$ cat config.mk
export PLATFORM = sky130hd
export DESIGN_NAME = modular_exponentiation_core
export DESIGN_NICKNAME = d
export VERILOG_FILES = /design/src/rtl/mexp_pkg.sv /design/src/rtl/mexp_mulred.sv /design/src/rtl/modular_exponentiation_core.sv
export SDC_FILE = /design/constraint.sdc
export NUM_CORES = 1
export LEC_CHECK = 0
export BUFFER_PORTS_ARGS = -buffer_cell sky130_fd_sc_hd__buf_2
export CORE_MARGIN = 4
export CORE_UTILIZATION = 40
export DETAILED_ROUTE_END_ITERATION = 8
export REMOVE_ABC_BUFFERS = 1
export SLEW_MARGIN = 30
export SYNTH_ARGS = -nofsm -noshare
export SYNTH_HDL_FRONTEND = slang
export SYNTH_SLANG_ARGS = --single-unit
$ cat constraint.sdc
create_clock -name clk -period 5.2 [get_ports clk]
set_input_delay 0.26 -clock clk [delete_from_list [all_inputs] [get_ports clk]]
set_output_delay 0.26 -clock clk [all_outputs]
set_load 0.05 [all_outputs]
$ cat src/rtl/mexp_pkg.sv
// ----------------------------------------------------------------------------
// mexp_pkg
// Shared widths and handshake structs of the modular exponentiation core.
// ----------------------------------------------------------------------------
package mexp_pkg;

	localparam int FIELD_W = 32;
	localparam int WIDTH   = 32;
	localparam int CNT_W   = (WIDTH > 1) ? $clog2(WIDTH) : 1;
	localparam int EXT_W   = WIDTH + 2;

	typedef logic [WIDTH-1:0] operand_t;

	typedef struct packed {
		logic     start;
		operand_t a;
		operand_t b;
	} mulred_req_t;

	typedef struct packed {
		logic     busy;
		logic     done;
		operand_t result;
	} mulred_rsp_t;

endpackage

$ cat src/rtl/mexp_mulred.sv
// ----------------------------------------------------------------------------
// mexp_mulred
// Bit-serial interleaved multiply and reduce: a * b mod m, one bit of a per
// cycle, msb first. A zero modulus gives the product wrapped at WIDTH bits.
// ----------------------------------------------------------------------------
module mexp_mulred (
	input  logic                  clk,
	input  logic                  arst_n,
	input  mexp_pkg::mulred_req_t req,
	input  mexp_pkg::operand_t    m,
	output mexp_pkg::mulred_rsp_t rsp
);
	import mexp_pkg::*;

	operand_t         a_q;
	operand_t         b_q;
	operand_t         r_q;
	logic [CNT_W-1:0] cnt_q;
	logic             busy_q;
	logic             done_q;

	logic [EXT_W-1:0] sum;
	logic [EXT_W-1:0] m1;
	logic [EXT_W-1:0] m2;
	logic [EXT_W-1:0] d1;
	logic [EXT_W-1:0] d2;
	operand_t         r_next;

	// r < m and b < 3m - 2r keep 2r + b below 3m, so two subtractions at most
	always_comb begin
		sum = {1'b0, r_q, 1'b0} + (a_q[WIDTH-1] ? EXT_W'(b_q) : '0);
		m1  = EXT_W'(m);
		m2  = {1'b0, m, 1'b0};
		d1  = sum - m1;
		d2  = sum - m2;
		priority if (m == '0) begin
			r_next = sum[WIDTH-1:0];
		end else if (sum >= m2) begin
			r_next = d2[WIDTH-1:0];
		end else if (sum >= m1) begin
			r_next = d1[WIDTH-1:0];
		end else begin
			r_next = sum[WIDTH-1:0];
		end
	end

	always_ff @(posedge clk or negedge arst_n) begin
		if (!arst_n) begin
			busy_q <= 1'b0;
			done_q <= 1'b0;
			cnt_q  <= '0;
		end else begin
			done_q <= 1'b0;
			if (req.start) begin
				busy_q <= 1'b1;
				cnt_q  <= '0;
			end else if (busy_q) begin
				cnt_q <= cnt_q + 1'b1;
				if (cnt_q == CNT_W'(WIDTH - 1)) begin
					busy_q <= 1'b0;
					done_q <= 1'b1;
				end
			end
		end
	end

	always_ff @(posedge clk) begin
		if (req.start) begin
			a_q <= req.a;
			b_q <= req.b;
			r_q <= '0;
		end else if (busy_q) begin
			a_q <= {a_q[WIDTH-2:0], 1'b0};
			r_q <= r_next;
		end
	end

	assign rsp.busy   = busy_q;
	assign rsp.done   = done_q;
	assign rsp.result = r_q;

endmodule

$ cat src/rtl/modular_exponentiation_core.sv
// ----------------------------------------------------------------------------
// modular_exponentiation_core: base^exponent mod modulus, exponent lsb first
// one reduction pass, then one multiply pass per set exponent bit and one
// squaring pass per shift of the exponent, all through the bit-serial
// multiply-reduce unit; one item at a time, done strobes 1 cycle
// async active-low reset clears control and sets the modulus to 1
// ----------------------------------------------------------------------------
module modular_exponentiation_core (
	input  logic                         clk,
	input  logic                         arst_n,
	input  logic                         start,
	output logic                         busy,
	input  logic [mexp_pkg::FIELD_W-1:0] base_value,
	input  logic [mexp_pkg::FIELD_W-1:0] exponent,
	input  logic                         wr_en,
	input  logic [mexp_pkg::FIELD_W-1:0] wr_data,
	output logic                         done,
	output logic [mexp_pkg::FIELD_W-1:0] power_mod
);
	import mexp_pkg::*;

	typedef enum logic [3:0] {
		S_IDLE = 4'b0001,
		S_RED  = 4'b0010,
		S_MUL  = 4'b0100,
		S_SQR  = 4'b1000
	} state_t;

	state_t               state_q;
	state_t               state_d;
	logic [FIELD_W-1:0]   modulus_q;
	operand_t             exp_q;
	operand_t             base_q;
	operand_t             acc_q;
	logic                 done_q;
	logic [FIELD_W-1:0]   power_mod_q;

	mulred_req_t          req;
	mulred_rsp_t          rsp;
	operand_t             exp_shr;

	assign exp_shr = exp_q >> 1;

	mexp_mulred u_mulred (
		.clk    (clk),
		.arst_n (arst_n),
		.req    (req),
		.m      (modulus_q[WIDTH-1:0]),
		.rsp    (rsp)
	);

	always_comb begin
		state_d   = state_q;
		req.start = 1'b0;
		req.a     = base_q;
		req.b     = base_q;
		unique case (state_q)
			S_IDLE: begin
				if (start) begin
					// base reduction as base * 1
					req.start = 1'b1;
					req.a     = base_value[WIDTH-1:0];
					req.b     = operand_t'(1);
					state_d   = S_RED;
				end
			end
			S_RED: begin
				if (rsp.done) begin
					if (exp_q == '0) begin
						state_d = S_IDLE;
					end else if (exp_q[0]) begin
						req.start = 1'b1;
						req.a     = acc_q;
						req.b     = rsp.result;
						state_d   = S_MUL;
					end else begin
						req.start = 1'b1;
						req.a     = rsp.result;
						req.b     = rsp.result;
						state_d   = S_SQR;
					end
				end
			end
			S_MUL: begin
				if (rsp.done) begin
					if (exp_shr == '0) begin
						state_d = S_IDLE;
					end else begin
						req.start = 1'b1;
						state_d   = S_SQR;
					end
				end
			end
			S_SQR: begin
				// remaining exponent is nonzero here
				if (rsp.done) begin
					req.start = 1'b1;
					req.a     = rsp.result;
					req.b     = rsp.result;
					if (exp_shr[0]) begin
						req.a   = acc_q;
						state_d = S_MUL;
					end else begin
						state_d = S_SQR;
					end
				end
			end
			default: begin
				state_d = S_IDLE;
			end
		endcase
	end

	always_ff @(posedge clk or negedge arst_n) begin
		if (!arst_n) begin
			state_q   <= S_IDLE;
			done_q    <= 1'b0;
			modulus_q <= FIELD_W'(1);
		end else begin
			state_q <= state_d;
			done_q  <= (state_q != S_IDLE) && (state_d == S_IDLE);
			if (wr_en) begin
				modulus_q <= wr_data;
			end
		end
	end

	always_ff @(posedge clk) begin
		unique case (state_q)
			S_IDLE: begin
				if (start) begin
					exp_q <= exponent[WIDTH-1:0];
					acc_q <= operand_t'(1);
				end
			end
			S_RED: begin
				if (rsp.done) begin
					base_q <= rsp.result;
					if (exp_q == '0) begin
						power_mod_q <= FIELD_W'(acc_q);
					end
				end
			end
			S_MUL: begin
				if (rsp.done) begin
					acc_q <= rsp.result;
					if (exp_shr == '0) begin
						power_mod_q <= FIELD_W'(rsp.result);
					end
				end
			end
			S_SQR: begin
				if (rsp.done) begin
					base_q <= rsp.result;
					exp_q  <= exp_shr;
				end
			end
			default: begin
			end
		endcase
	end

	assign busy      = (state_q != S_IDLE);
	assign done      = done_q;
	assign power_mod = power_mod_q;

	a_done_idle: assert property (@(posedge clk) disable iff (!arst_n)
		done |-> !busy)
		else $error("result beat while busy");

	a_accept_busy: assert property (@(posedge clk) disable iff (!arst_n)
		(start && !busy) |=> busy)
		else $error("accepted beat did not start work");

	a_unit_idle: assert property (@(posedge clk) disable iff (!arst_n)
		(state_q == S_IDLE) |-> (!rsp.busy && !rsp.done))
		else $error("multiply unit active while idle");

	a_unit_runs: assert property (@(posedge clk) disable iff (!arst_n)
		(busy && !rsp.done) |-> rsp.busy)
		else $error("busy with no multiply pass running");

endmodule
==> impl_metrics.env <==
export IMPL_synthDistinctLibCells=90
export IMPL_r2r_slack_ps=80
export IMPL_grt_ovfl_total=0
export IMPL_die_area_mm2=0.04875
export IMPL_finalNetCount=2534
export IMPL_ys_warnings_count=0
export IMPL_endpoint_kind="register"
export IMPL_worst_slew_pin_slew_ps=978.3
export IMPL_rr_worst_depth=26
export IMPL_clock_path_buffers=3
export IMPL_drtAntennaViolNets=0
export IMPL_fin_crit_sh_pct=98.55
export IMPL_coreArea_mm2=0.04451
export IMPL_slew_headroom_pct=34.78
export IMPL_antenna_cells=0
export IMPL_hpwl_um=42530
export IMPL_rsz0062_at_grt="true"
export IMPL_cpMostUsedCell="buf_6"
export IMPL_muxShareOfSynthArea_pct=4.131
export IMPL_cts_clk_slew_worst_paths_ps=60
export IMPL_ys_flop_type="edfxtp_1"
export IMPL_critPathKind="reg -> reg"
export IMPL_hold_path_class="in -> reg"
export IMPL_firstDrtPassIters=6
export IMPL_grt_pass1_vias=16281
export IMPL_clock_sinks=268
export IMPL_finalSetupTns_ps=0
export IMPL_rr_endpoint="u_mulred.r_q[2]$_SDFFE_PP0P_"
export IMPL_r2r_start="u_mulred.a_q[31]$_DFFE_PP_"
export IMPL_clk_latency_ps=550
export IMPL_hold_path_depth=3
export IMPL_netlist_instances=1950
export IMPL_synthXorXnorAreaFrac_pct=3.530
export IMPL_fp_dieW_um=220.8
export IMPL_period_needed_ps=5125
export IMPL_max_cap_violations=0
export IMPL_cp_num_buf_inv=6
export IMPL_grt_max_degree=67
export IMPL_synthToLayoutAreaGrowth_pct=31.75
export IMPL_drive_above_1_share_pct=25.81
export IMPL_totalWireLength_um=58510
export IMPL_startpoint_type="register"
export IMPL_cts_tree="built"
export IMPL_ys_seq_area_share_pct=41.46
export IMPL_final_util_pct=53.61
export IMPL_async_reset_ff_share_pct=16.42
export IMPL_hold_path_startpoint="exponent[21]"
export IMPL_cp_num_cells=26
export IMPL_grtUsageTotal_pct=23.42
export IMPL_setup_viol=0
export IMPL_drc=0
export IMPL_cpMaxStageDelayCell="edfxtp_1"
export IMPL_placed_area_mm2=0.02090
export IMPL_hold_ws_ps=22.19
export IMPL_vias_per_cell=5.655
export IMPL_final_cell_area_mm2=0.02386
export IMPL_drtIter0Drc=1415
export IMPL_ys_ff_latch=268
export IMPL_hold_viol=0
export IMPL_grt_first_pass_wirelength_um=90550
export IMPL_ctsHtreeMaxLevel=2
export IMPL_vias=16693
export IMPL_synth_simple_area_share_pct=16.45
export IMPL_num_rows=77
export IMPL_cp_max_fo=9
export IMPL_cp_arrival_ps=5550
export IMPL_place_congestion=0.9871
export IMPL_die_h_um=220.8
export IMPL_synth_top_family_by_area="compound AO/OA/AOI/OAI gates"
export IMPL_max_freq_mhz=195.1
export IMPL_slew_violations=0
export IMPL_whs_endpoint="exp_q[21]$_DFFE_PP_"
export IMPL_synth_area_mm2=0.01811
export IMPL_synth_adder_area_share_pct=7.032
export IMPL_start_util_pct=40.69
export IMPL_port_buffers=133
export IMPL_synth_compound_area_share_pct=23.35
export IMPL_antenna_found_initial=0
export IMPL_io_pins=134
export IMPL_cp_top_family="compound AO/OA/AOI/OAI gates"
export IMPL_cpPeakStageDelay_ps=400
export IMPL_cp_required_ps=5630
export IMPL_avgSynthCellArea_um2=9.288
export IMPL_numCtsBuffers=34
export IMPL_routedWlPerCell_um=19.82
export IMPL_cts_root_buf="clkbuf_16"
export IMPL_synth_edf_count=192
export IMPL_status="finished clean"
export IMPL_clock_skew_final_ps=24.22
[worst min-delay path, delay by kind of cell]
kind / cells / cell delay [ps]
and+or+nand+nor: 2 / 120
buffers and inverters: 1 / 80
[cell usage after synthesis, drive strengths merged (10+ instances only)]
library cell | count | area [um2]
nand2 | 252 | 945.9
edfxtp | 192 | 5766
nor2 | 139 | 521.8
a21oi | 135 | 675.7
o21ai | 117 | 585.6
ha | 97 | 1214
inv | 79 | 299.0
clkbuf | 77 | 289.0
a21o | 67 | 503.0
and2 | 66 | 412.9
a31oi | 50 | 319.1
mux2i | 50 | 500.5
dfrtp | 42 | 1051
xnor2 | 42 | 367.9
a22o | 39 | 341.6
nor3 | 39 | 200.2
a222oi | 32 | 320.3
dfxtp | 32 | 640.6
xor2 | 31 | 271.5
nand3 | 29 | 150.1
buf | 28 | 145.1
o211ai | 28 | 224.0
a211oi | 23 | 172.7
mux2 | 22 | 247.7
nor4 | 21 | 131.4
nand4 | 19 | 118.9
o21a | 16 | 120.1
and3 | 15 | 93.84
o21bai | 13 | 97.59
nand2b | 12 | 75.07
o31ai | 12 | 90.09
nor2b | 10 | 62.56
o221ai | 10 | 87.58
o22ai | 10 | 62.56
or2 | 10 | 62.56
[cell type report]
type,instances,area (um2)
Fill cell,4027,20650
Multi-Input combinational cell,1498,10750
Sequential cell,268,7511
Timing Repair Buffer,453,3415
Clock buffer,48,975.9
Tap cell,592,740.7
Inverter,79,300.3
Clock inverter,14,172.7
[sequential cells by signal (all words and copies together) (netlist names)]
register,cells
u_mulred.done_q,1
power_mod,32
u_mulred.a_q,32
u_mulred.b_q,32
u_mulred.r_q,32
state_q,4
done,1
base_q,32
acc_q,32
u_mulred.cnt_q,5
u_mulred.busy_q,1
exp_q,32
modulus_q,32
[timing repair]
| action | 4_1_cts | 5_1_grt |
|---|---|---|
| gates cloned | 1 | 1 |
| hold buffers | 63 | 0 |
| gates resized for setup | 51 | 119 |
| endpoints found under the setup margin | 32 | 32 |
| pin swaps | 22 | 52 |
| setup buffers | 13 | 13 |
| hold endpoints to repair | 104 | 0 |
[kinds of logic after synthesis]
| logic type | count (synthesis) |
|---|---|
| multiplexers | 72 |
| XOR/XNOR | 73 |
| AO/OA/AOI/OAI | 617 |
| flip-flops | 268 |
| AND/OR/NAND/NOR | 636 |
| adder cells (fa/ha/maj) | 100 |
| buffers and inverters | 184 |
[worst max-delay path by stage]
stage / startpoint / to / slack, ps
final: u_mulred.a_q[31]$_DFFE_PP_ / u_mulred.r_q[2]$_SDFFE_PP0P_ / 80
after CTS: u_mulred.a_q[31]$_DFFE_PP_ / u_mulred.r_q[4]$_SDFFE_PP0P_ / 7
after detailed placement: u_mulred.a_q[31]$_DFFE_PP_ / u_mulred.r_q[11]$_SDFFE_PP0P_ / -550
after global placement: u_mulred.a_q[31]$_DFFE_PP_ / u_mulred.r_q[11]$_SDFFE_PP0P_ / -370
after floorplan: state_q[1]$_DFF_PN0_ / u_mulred.a_q[0]$_SDFFCE_PN0P_ / -2930
after global routing: u_mulred.a_q[31]$_DFFE_PP_ / u_mulred.r_q[2]$_SDFFE_PP0P_ / -90
[through the flow]
step / cells / setup WS [ps]
floorplan: 1845 / -2935
global placement: 2801 / -366.3
detailed placement: 2802 / -546.5
CTS: 2940 / 7.153
global route: 2952 / -92.58
finish: 2952 / 75.18
[layout by cell type (no fill, tap or decap), types with 17 or more instances in the layout]
cell           Yosys  routed
clkbuf_16          0      37
and2_1            65      57
dfxtp_1           32      32
xor2_1            31      29
buf_4              4     232
o211ai_1          27      27
o21ai_0          106      94
nor2_1           139     134
edfxtp_1         192     192
a211oi_1          23      17
a22o_1            39      39
nand4_1           19      19
a21oi_1          135     123
nand2_1          252     250
dlygate4sd3_1      0      63
o21ai_1           11      17
ha_4               0      22
a21o_1            67      67
buf_2              8     133
mux2i_1           50      49
nor4_1            21      20
nor3_1            38      31
ha_1              97      75
a222oi_1          32      32
dfrtp_1           42      41
inv_1             77      75
mux2_2            22      22
xnor2_1           42      37
nand3_1           28      26
a31oi_1           49      47
[layer usage]
layer	track usage (%)	up-vias	routed length, um
met5	0	-	0
met4	7.115	0	1507
met3	3.117	93	3854
met2	36.64	565	25740
met1	33.91	7947	27400
li1	-	8088	-
Power is left out: the tool's default activity adds up to more than one toggle a clock period on the data nets, which glitch-free logic cannot reach.
